**src/rtl/utfd_pkg.sv**
```systemverilog
`timescale 1ns / 1ps
// Shared types and constants for the UTF-8 codepoint decoder.
package utfd_pkg;

  localparam int unsigned ByteW  = 8;
  localparam int unsigned CpW    = 21;
  localparam int unsigned CountW = 3;
  localparam int unsigned OutDataW = 24;

  localparam logic [CpW-1:0]    Replacement = 21'h00FFFD;
  localparam logic [CountW-1:0] MaxResults  = 3'd4;

  typedef enum logic [2:0] {
    LEAD_ASCII,
    LEAD_TWO,
    LEAD_THREE,
    LEAD_FOUR,
    LEAD_BAD
  } lead_e;

  // What one input beat produces: count beats, all replacements but the last,
  // which carries tail.
  typedef struct packed {
    logic [CountW-1:0] count;
    logic [CpW-1:0]    tail;
    logic              eot;
  } emit_t;

  function automatic lead_e classify_lead(input logic [ByteW-1:0] b);
    lead_e kind;
    priority if (b[7] == 1'b0)         kind = LEAD_ASCII;
    else if (b[7:5] == 3'b110)         kind = LEAD_TWO;
    else if (b[7:4] == 4'b1110)        kind = LEAD_THREE;
    else if (b[7:3] == 5'b11110)       kind = LEAD_FOUR;
    else                               kind = LEAD_BAD;
    return kind;
  endfunction

endpackage

```
**src/rtl/utfd_decode.sv**
```systemverilog
`timescale 1ns / 1ps
// Sequence state and single-pass decode of one UTF-8 byte.
module utfd_decode (
  input  logic                            clk_i,
  input  logic                            rst_ni,
  input  logic                            accept_i,
  input  logic [utfd_pkg::ByteW-1:0]      byte_i,
  input  logic                            end_i,
  output utfd_pkg::emit_t                 emit_o,
  output logic                            idle_o
);
  import utfd_pkg::*;

  logic [1:0]     need_q, need_d;
  logic [1:0]     got_q, got_d;
  logic [CpW-1:0] part_q, part_d;

  logic              pending;
  logic              is_cont;
  logic [1:0]        got_inc;
  logic [CpW-1:0]    part_ext;
  logic [CountW-1:0] count;
  logic [CpW-1:0]    tail;
  lead_e             kind;

  assign pending  = (need_q != 2'd0);
  assign is_cont  = (byte_i[7:6] == 2'b10);
  assign got_inc  = got_q + 2'd1;
  assign part_ext = {part_q[CpW-7:0], byte_i[5:0]};
  assign kind     = classify_lead(byte_i);

  always_comb begin
    need_d = need_q;
    got_d  = got_q;
    part_d = part_q;
    count  = '0;
    tail   = Replacement;

    if (pending && is_cont) begin
      if (got_inc == need_q) begin
        count  = CountW'(1);
        tail   = part_ext;
        need_d = 2'd0;
        got_d  = 2'd0;
        part_d = '0;
      end else begin
        got_d  = got_inc;
        part_d = part_ext;
      end
    end else begin
      // A broken sequence first flushes one replacement per buffered byte.
      if (pending) begin
        count = CountW'(got_q) + CountW'(1);
      end
      need_d = 2'd0;
      got_d  = 2'd0;
      part_d = '0;
      unique case (kind)
        LEAD_ASCII: begin
          count = count + CountW'(1);
          tail  = {{(CpW-ByteW){1'b0}}, byte_i};
        end
        LEAD_TWO: begin
          need_d = 2'd1;
          part_d = {{(CpW-5){1'b0}}, byte_i[4:0]};
        end
        LEAD_THREE: begin
          need_d = 2'd2;
          part_d = {{(CpW-4){1'b0}}, byte_i[3:0]};
        end
        LEAD_FOUR: begin
          need_d = 2'd3;
          part_d = {{(CpW-3){1'b0}}, byte_i[2:0]};
        end
        default: begin
          count = count + CountW'(1);
        end
      endcase
    end

    // A sequence still open at the end of the text is cut off.
    if (end_i && (need_d != 2'd0)) begin
      count  = count + CountW'(got_d) + CountW'(1);
      tail   = Replacement;
      need_d = 2'd0;
      got_d  = 2'd0;
      part_d = '0;
    end
  end

  always_ff @(posedge clk_i or negedge rst_ni) begin
    if (!rst_ni) begin
      need_q <= 2'd0;
      got_q  <= 2'd0;
      part_q <= '0;
    end else if (accept_i) begin
      need_q <= need_d;
      got_q  <= got_d;
      part_q <= part_d;
    end
  end

  assign emit_o.count = count;
  assign emit_o.tail  = tail;
  assign emit_o.eot   = end_i;
  assign idle_o       = !pending;

endmodule

```
**src/rtl/utf8_codepoint_decoder_core.sv**
```systemverilog
`timescale 1ns / 1ps
// Top level of the UTF-8 codepoint decoder: stream ports and result register.
//
// Usage: the slave channel takes one UTF-8 byte per beat, with tlast marking
// the final byte of the text. The master channel gives one codepoint per beat;
// tlast marks the final codepoint caused by an input byte and tuser marks the
// final codepoint of the whole text. Invalid or cut-off input yields U+FFFD.
// A byte is decoded in the cycle it is accepted, against the sequence state,
// and its results land in the result register: the first result appears in
// the cycle after the input beat. So long as the receiver does not stall, a
// plain stream runs at one byte per cycle. A byte that causes n
// results (up to four, on a broken or cut-off sequence) holds the result
// register for n output beats, and the slave side waits until the last of
// them is taken. A byte that only opens or extends a sequence produces no
// output beat. When the receiver stalls, the result register holds its beat
// and new bytes are accepted only once that beat leaves. Reset clears the
// sequence state and empties the result register.
module utf8_codepoint_decoder_core (
  input  logic        clk_i,
  input  logic        rst_ni,
  input  logic        s_axis_tvalid_i,
  output logic        s_axis_tready_o,
  input  logic [7:0]  s_axis_tdata_i,   // [7:0] in_byte
  input  logic        s_axis_tlast_i,
  output logic        m_axis_tvalid_o,
  input  logic        m_axis_tready_i,
  output logic [23:0] m_axis_tdata_o,   // [20:0] codepoint, [23:21] zero
  output logic        m_axis_tlast_o,
  output logic        m_axis_tuser_o    // [0] end_of_text_out
);
  import utfd_pkg::*;

  logic              s_beat;
  logic              m_beat;
  logic              seq_idle;
  emit_t             emit;
  logic [CountW-1:0] rem_q, rem_d;
  logic [CpW-1:0]    cp_q, cp_d;
  logic              eot_q, eot_d;
  logic              final_beat;

  assign final_beat      = (rem_q == CountW'(1));
  assign m_axis_tvalid_o = (rem_q != '0);
  assign s_axis_tready_o = (rem_q == '0) || (final_beat && m_axis_tready_i);
  assign s_beat          = s_axis_tvalid_i && s_axis_tready_o;
  assign m_beat          = m_axis_tvalid_o && m_axis_tready_i;

  utfd_decode u_decode (
    .clk_i    (clk_i),
    .rst_ni   (rst_ni),
    .accept_i (s_beat),
    .byte_i   (s_axis_tdata_i),
    .end_i    (s_axis_tlast_i),
    .emit_o   (emit),
    .idle_o   (seq_idle)
  );

  always_comb begin
    rem_d = rem_q;
    cp_d  = cp_q;
    eot_d = eot_q;
    if (m_beat) begin
      rem_d = rem_q - CountW'(1);
    end
    if (s_beat && (emit.count != '0)) begin
      rem_d = emit.count;
      cp_d  = emit.tail;
      eot_d = emit.eot;
    end
  end

  always_ff @(posedge clk_i or negedge rst_ni) begin
    if (!rst_ni) begin
      rem_q <= '0;
    end else begin
      rem_q <= rem_d;
    end
  end

  always_ff @(posedge clk_i) begin
    cp_q  <= cp_d;
    eot_q <= eot_d;
  end

  // Every beat but the last of a byte is a replacement character.
  assign m_axis_tdata_o = {{(OutDataW-CpW){1'b0}}, (final_beat ? cp_q : Replacement)};
  assign m_axis_tlast_o = final_beat;
  assign m_axis_tuser_o = final_beat && eot_q;

`ifndef SYNTHESIS
  a_rem_bound: assert property (@(posedge clk_i) disable iff (!rst_ni)
    rem_q <= MaxResults)
    else $error("result count exceeds the maximum per byte");

  a_rem_step: assert property (@(posedge clk_i) disable iff (!rst_ni)
    (m_beat && (rem_q > CountW'(1))) |=> (rem_q == $past(rem_q) - CountW'(1)))
    else $error("result count did not step down by one");

  a_fill_repl: assert property (@(posedge clk_i) disable iff (!rst_ni)
    (m_axis_tvalid_o && !m_axis_tlast_o) |-> (m_axis_tdata_o[CpW-1:0] == Replacement))
    else $error("non-final beat is not a replacement");

  a_eot_idle: assert property (@(posedge clk_i) disable iff (!rst_ni)
    (m_beat && m_axis_tuser_o) |-> seq_idle)
    else $error("sequence still pending at end of text");
`endif

endmodule
```
**config.mk**
```make
export PLATFORM = sky130hd
export DESIGN_NAME = utf8_codepoint_decoder_core
export DESIGN_NICKNAME = d
export VERILOG_FILES = /design/src/rtl/utfd_pkg.sv /design/src/rtl/utfd_decode.sv /design/src/rtl/utf8_codepoint_decoder_core.sv
export SDC_FILE = /design/constraint.sdc
export NUM_CORES = 1
export LEC_CHECK = 0
export BUFFER_PORTS_ARGS = -buffer_cell sky130_fd_sc_hd__buf_2
export CORE_AREA = 2 2 81 90
export DETAILED_ROUTE_END_ITERATION = 6
export DIE_AREA = 0 0 83 92
export PLACE_DENSITY = 0.59
export SLEW_MARGIN = 20
export SYNTH_ARGS = -nofsm -noshare
export SYNTH_HDL_FRONTEND = slang
export SYNTH_SLANG_ARGS = --single-unit
```
**constraint.sdc**
```tcl
create_clock -name clk_i -period 4.35 [get_ports clk_i]
set_input_delay 0.435 -clock clk_i [delete_from_list [all_inputs] [get_ports clk_i]]
set_output_delay 0.435 -clock clk_i [all_outputs]
set_load 0.02 [all_outputs]
```
=== Word-level counts from Yosys, hierarchy flattened ===
Index checks and enable logic that the tools add are counted.

* Add/sub/neg operators: 6
* Reduce and logical (&&, ||, !) cells: 16
* Multiplexer cells: 27
* Equal/unequal tests: 9

{| class="wikitable"
|+ Operators by type and width
! kind !! number
|-
| 21-bit two-way mux || 3
|-
| 15-bit two-way mux || 3
|-
| 3-bit two-way mux || 11
|-
| 16-bit two-way mux || 1
|-
| 5-bit case mux with 3 select lines || 1
|-
| 2-bit two-way mux || 6
|-
| 1-bit logical AND || 7
|-
| 3-bit by 1-bit adder with 3-bit output, second input constant || 2
|-
| 3-bit by 1-bit equality test with 1-bit output, second input constant || 2
|-
| 3-bit by 2-bit equality test with 1-bit output, second input constant || 2
|-
| 3-bit zero test || 2
|-
| 2-bit case mux with 3 select lines || 1
|-
| 2-bit nonzero test || 3
|-
| 3-bit nonzero test || 2
|-
| 5-bit equality test, second input constant || 1
|-
| 4-bit equality test, second input constant || 1
|-
| 2-bit by 1-bit adder with 3-bit output, second input constant || 1
|-
| 3-bit by 2-bit adder with 3-bit output || 1
|-
| 3-bit equality test, second input constant || 1
|-
| 3-bit OR reduction || 1
|-
| 3-bit by 1-bit subtractor with 3-bit output, second input constant || 1
|-
| 2-bit by 1-bit adder with 2-bit output, second input constant || 1
|-
| 2-bit equality test || 1
|-
| 2-bit equality test, second input constant || 1
|-
| 2 further kinds || 2
|}

* Output and inout port bits: 28
* Logic and storage cells: 64
* Input bits: 13
* Register bits after elaboration: 44

=== Logic depth before layout (Yosys ltp) ===
* Depth in word-level cells: 15
* Gate-level depth with buffers: 13
* Mapped depth without buffers: 11

=== Cells and area by module ===
Synthesis repeated with hierarchy kept, for this count alone.

* Cells, all modules: 257
* Area, all modules: 2526.2 µm²

{| class="wikitable"
|+ Modules (own cells, without submodules)
! module !! cells an instance !! times used !! area an instance (µm²) !! sequential area each (µm²)
|-
| utfd_decode || 172 || 1 || 1392.6 || 475.5
|-
| utf8_codepoint_decoder_core || 85 || 1 || 1133.6 || 735.7
|}

=== Least setup slack after synthesis ===
OpenSTA, ideal clock, no wires.

* Kind: register to register
* Start: reg u_decode.need_q[1]
* End: reg cp_q[0], enable pin
* Buffers on the path: 2
* Setup slack: 933 ps
* Stages on the path, launching flop included: 13
* Clock period less this slack: 3417 ps
* Library setup time: 380 ps
* Arrival: 3038 ps
* Path through: dfrtp_1 > buf_6 > or2_1 > buf_2 > and2_1 > ha_1 > o221ai_1 > a21boi_1 > fa_1 > nand2b_1 > mux2i_1 > mux2i_1 > o21a_1

* Longest elaborated chain between the ends: 11
* Elaborated cells on any way between the ends: 20

{| class="wikitable"
|+ Ends and longest elaborated chain
! element !! RTL line !! RTL
|-
| start: declaration || utfd_decode.sv:14 || <nowiki>logic [1:0] need_q, need_d;</nowiki>
|-
| start signal: assignment || utfd_decode.sv:97 || <nowiki>need_q <= need_d;</nowiki>
|-
| 2-bit nonzero test || utfd_decode.sv:26 || <nowiki>assign pending = (need_q != 2'd0);</nowiki>
|-
| 3-bit two-way mux || utfd_decode.sv:52 || <nowiki>if (pending) begin</nowiki>
|-
| 3-bit two-way mux || utfd_decode.sv:39 || <nowiki>if (pending && is_cont) begin</nowiki>
|-
| 3-bit by 1-bit adder with 3-bit output || utfd_decode.sv:60, utfd_decode.sv:76 ||
|-
| 3-bit two-way mux || n/a ||
|-
| 3-bit two-way mux || utfd_decode.sv:39 ||
|-
| 3-bit by 2-bit adder with 3-bit output || utfd_decode.sv:83 || <nowiki>count = count + CountW'(got_d) + CountW'(1);</nowiki>
|-
| 3-bit by 1-bit adder with 3-bit output || utfd_decode.sv:83 ||
|-
| 3-bit two-way mux * || utfd_decode.sv:82 || <nowiki>if (end_i && (need_d != 2'd0)) begin</nowiki>
|-
| 3-bit nonzero test * || utf8_codepoint_decoder_core.sv:65 || <nowiki>if (s_beat && (emit.count != '0)) begin</nowiki>
|-
| 1-bit logical AND * || utf8_codepoint_decoder_core.sv:65 ||
|-
| end signal: assignment || utf8_codepoint_decoder_core.sv:81 || <nowiki>cp_q <= cp_d;</nowiki>
|-
| end: declaration || utf8_codepoint_decoder_core.sv:38 || <nowiki>logic [CpW-1:0] cp_q, cp_d;</nowiki>
|}

Every way passes the cells marked *; elsewhere a longest branch is shown, timed or not. The select of a mux whose other input is x is not followed.
A chain may end at the register's enable or synchronous reset.

=== Final worst setup path ===
* Start: reg u_decode.got_q[0]
* End: reg cp_q[18], enable pin

* Longest elaborated chain between the ends: 11
* Elaborated cells on any way between the ends: 20

{| class="wikitable"
|+ Ends and longest elaborated chain
! element !! RTL line !! RTL
|-
| start: declaration || utfd_decode.sv:15 || <nowiki>logic [1:0] got_q, got_d;</nowiki>
|-
| start signal: assignment || utfd_decode.sv:98 || <nowiki>got_q <= got_d;</nowiki>
|-
| 2-bit by 1-bit adder with 3-bit output || utfd_decode.sv:53 || <nowiki>count = CountW'(got_q) + CountW'(1);</nowiki>
|-
| 3-bit two-way mux || utfd_decode.sv:52 ||
|-
| 3-bit two-way mux || utfd_decode.sv:39 ||
|-
| 3-bit by 1-bit adder with 3-bit output || utfd_decode.sv:60, utfd_decode.sv:76 ||
|-
| 3-bit two-way mux || n/a ||
|-
| 3-bit two-way mux || utfd_decode.sv:39 ||
|-
| 3-bit by 2-bit adder with 3-bit output || utfd_decode.sv:83 ||
|-
| 3-bit by 1-bit adder with 3-bit output || utfd_decode.sv:83 ||
|-
| 3-bit two-way mux * || utfd_decode.sv:82 ||
|-
| 3-bit nonzero test * || utf8_codepoint_decoder_core.sv:65 ||
|-
| 1-bit logical AND * || utf8_codepoint_decoder_core.sv:65 ||
|}

Marked as above.

==> flow_summary.yaml <==
timing:
  fin_crit_sh_pct: 81.6
  setup_viol: 0
  worst_slew_pin_slew_ns: 0.524
  tns_ns: 0
  finalHoldViolCount: 0
  rsz0062_at_grt: "false"
  finalClockSkew_ns: 0.00645
  slew_headroom_pct: 65.1
  period_needed_ns: 3.55
  fmax_mhz: 282
  slew_viol_final: 0
setup_path:
  cp.required_ns: 4.33
  crit_fanout: 22
  cp-end-kind: "flop"
  critical_path_buf_inv_count: 1
  crit_path_max_incr_delay_ns: 0.55
  cp-start-kind: "flop"
  critPathSlowestCell: "ha_1"
  crit_type: "flop to flop"
  crit_chain: "ha_1 > and2_1 > ha_1 > o221ai_1 > a21boi_1 > fa_1 > nand2b_1 > mux2i_1 > mux2i_1 > o21a_1 > buf_4"
  cp_top_family: "adder cells"
  cp.arrival_ns: 3.53
finish:
  n_antenna_cell: 0
  drive_gt1_share_pct: 26.9
  utilization_pct: 43.2
  layout.cells.non_filler: 368
  area_growth_pct: 12.6
  fillers: 672
  nets: 302
detailed_routing:
  first_pass_iters: 4
  routed_wl_um: 5340
  ant_nets: 0
  first_iter_violations: 74
  viasPerCell: 5.17
  wl_per_cell_um: 14.5
  dr_total_vias: 1904
  drcViolationCount: 0
hold_path:
  hp-class: "input port to asynchronous set/reset pin"
floorplanning:
  io_pins: 41
  rows: 32
  initial_utilization_pct: 38.3
  die_area_um2: 7640
  die_x_um: 83
  die_h_um: 92
  fp.coreArea_um2: 6850
logic_synthesis:
  syn_inst: 248
  synth_seq_cells: 44
  async_flop_share_pct: 50.0
  yosysUniqueCellTypes: 63
  synth_top_flop_cell: "edfxtp_1"
  synth_top_cell_area_share_pct: 25.2
  synthTopCellsByArea: "edfxtp_1, dfrtp_1, nand2b_1"
  synthTopCellsByCount: "nand2_1, nand2b_1, dfrtp_1, edfxtp_1, and2_1"
  yosysSeqAreaShare_pct: 46.2
  netlist_area_um2: 2620
  synth_largest_area_cell: "edfxtp_1"
  yosys_warnings: 0
  synth_edf_count: 22
  synth.avg_cell_area_um2: 10.6
  synth_most_common_cell: "nand2_1"
global_route:
  grt_pass1_vias: 1909
  antenna_found_initial: 0
  grt_overflow: 0
  grt_max_degree: 24
  grt_pass1_wl_um: 9180
  grtUsageTotal_pct: 15.0
power:
  leakagePower_nw: 1.24
  swShare_pct: 38.6
  p_comb_share_pct: 44.3
  p_clk_share_pct: 21.6
  powerDensity_nw_per_um2: 581
  max-vdd-ir-drop_mv: 0.238
  pwr-share-seq_pct: 34.1
  p_switching_uw: 662
  p_int_mw: 1.05
clock_network:
  cts_setup_buffers: 0
  clk_pin_slew_ns: 0.09
  cts-root-buf: "clkbuf_8"
  cts_max_path_buffers: 2
  numCtsBuffers: 5
  postCtsResizedCells: 0
  tritoncts: "built"
  cts_sinks: 44
  clock_latency_ns: 0.29
  cts_max_level: 2
  hold_buffers: 0
place:
  gp_congestion: 0.846
  place_inst: 360
  numPortBuffers: 37
  dp_hpwl_um: 3960
flow_run:
  timing.max_cap.violations: 0
outcome:
  run_status: "finished, final reports clean"
==> sequential cells by signal (all words and copies together) (netlist names) <==
| signal | cells |
|---|---|
| rem_q | 3 |
| u_decode.got_q | 2 |
| u_decode.part_q | 15 |
| cp_q | 21 |
| u_decode.need_q | 2 |
| eot_q | 1 |
==> final timing paths <==
kind	from	to	slack, ns	cells after the start
worst max-delay path	u_decode.got_q[0]	cp_q[18]	0.80	11
worst min-delay path	rst_ni	u_decode.part_q[1]	0.11	1
worst max register to register	u_decode.got_q[0]	cp_q[18]	0.80	11
worst min register to register	u_decode.part_q[14]	u_decode.part_q[14]	0.50	1
max in group asynchronous	rst_ni	u_decode.part_q[14]	3.89	1
min in group clk_i	s_axis_tdata_i[1]	u_decode.part_q[1]	0.37	2
==> power by group through the flow <==
stage / Sequential, mW / Clock, mW / Combinational (mW)
floorplan: 0.567 / 0 / 0.614
global placement: 0.595 / 0 / 0.767
detailed placement: 0.595 / 0 / 0.770
CTS: 0.587 / 0.378 / 0.773
global route: 0.597 / 0.395 / 0.853
finish: 0.586 / 0.370 / 0.761
==> cell usage in the layout, fill, tap and decap left out, drive strengths merged, types with 5 or more instances in the layout <==
cell / netlist / layout
edfxtp: 22 / 22
mux2i: 5 / 5
nand3: 5 / 5
dfrtp: 22 / 22
a31oi: 6 / 6
o21ai: 6 / 6
inv: 8 / 8
nand2: 35 / 35
a21oi: 5 / 5
and2: 16 / 16
buf: 13 / 42
nand2b: 26 / 26
a22o: 15 / 15
clkbuf: 4 / 6
nor2: 10 / 10
ha: 6 / 6
==> area by class of cell <==
class	count	area, um2	area share (%)
Multi-Input combinational cell	181	1250	42.4
Sequential cell	44	1210	41.0
Timing Repair Buffer	42	223	7.54
Tap cell	85	106	3.60
Clock buffer	6	72.6	2.46
Clock inverter	2	60.1	2.03
Inverter	8	30.0	1.02
==> routing by layer <==
metal	wire length (um)	GRT usage, %
met1	2390	19.2
met2	2630	25.9
met3	218	2.52
met4	104	4.92
met5	0	0
==> worst register-to-register path, stage by stage, from the launching register on <==
cell and delay, ns:
dfrtp_1 0.52, ha_1 0.56, and2_1 0.21, ha_1 0.25
o221ai_1 0.08, a21boi_1 0.34, fa_1 0.50, nand2b_1 0.10
mux2i_1 0.06, mux2i_1 0.19, o21a_1 0.15, buf_4 0.27
==> through the flow <==
step	hold slack (ns)	power, mW	cell area (um2)	setup WS (ns)
floorplan	0.139	1.18	2630	0.933
global placement	0.457	1.36	2820	0.833
detailed placement	0.452	1.37	2820	0.809
CTS	0.127	1.74	2960	0.779
global route	0.151	1.85	2960	0.550
finish	0.106	1.72	2960	0.802
==> cells by family after synthesis <==
logic type	Yosys count	share of synthesized area [%]
mux	7	2.77
flops	44	46.2
other cells	1	0.143
compound gates	56	17.7
simple gates	105	21.7
buf+inv	25	6.39
xor+xnor	3	1.57
fa+ha+maj	7	3.62
No activity file was read; power rests on OpenSTA's default activity.
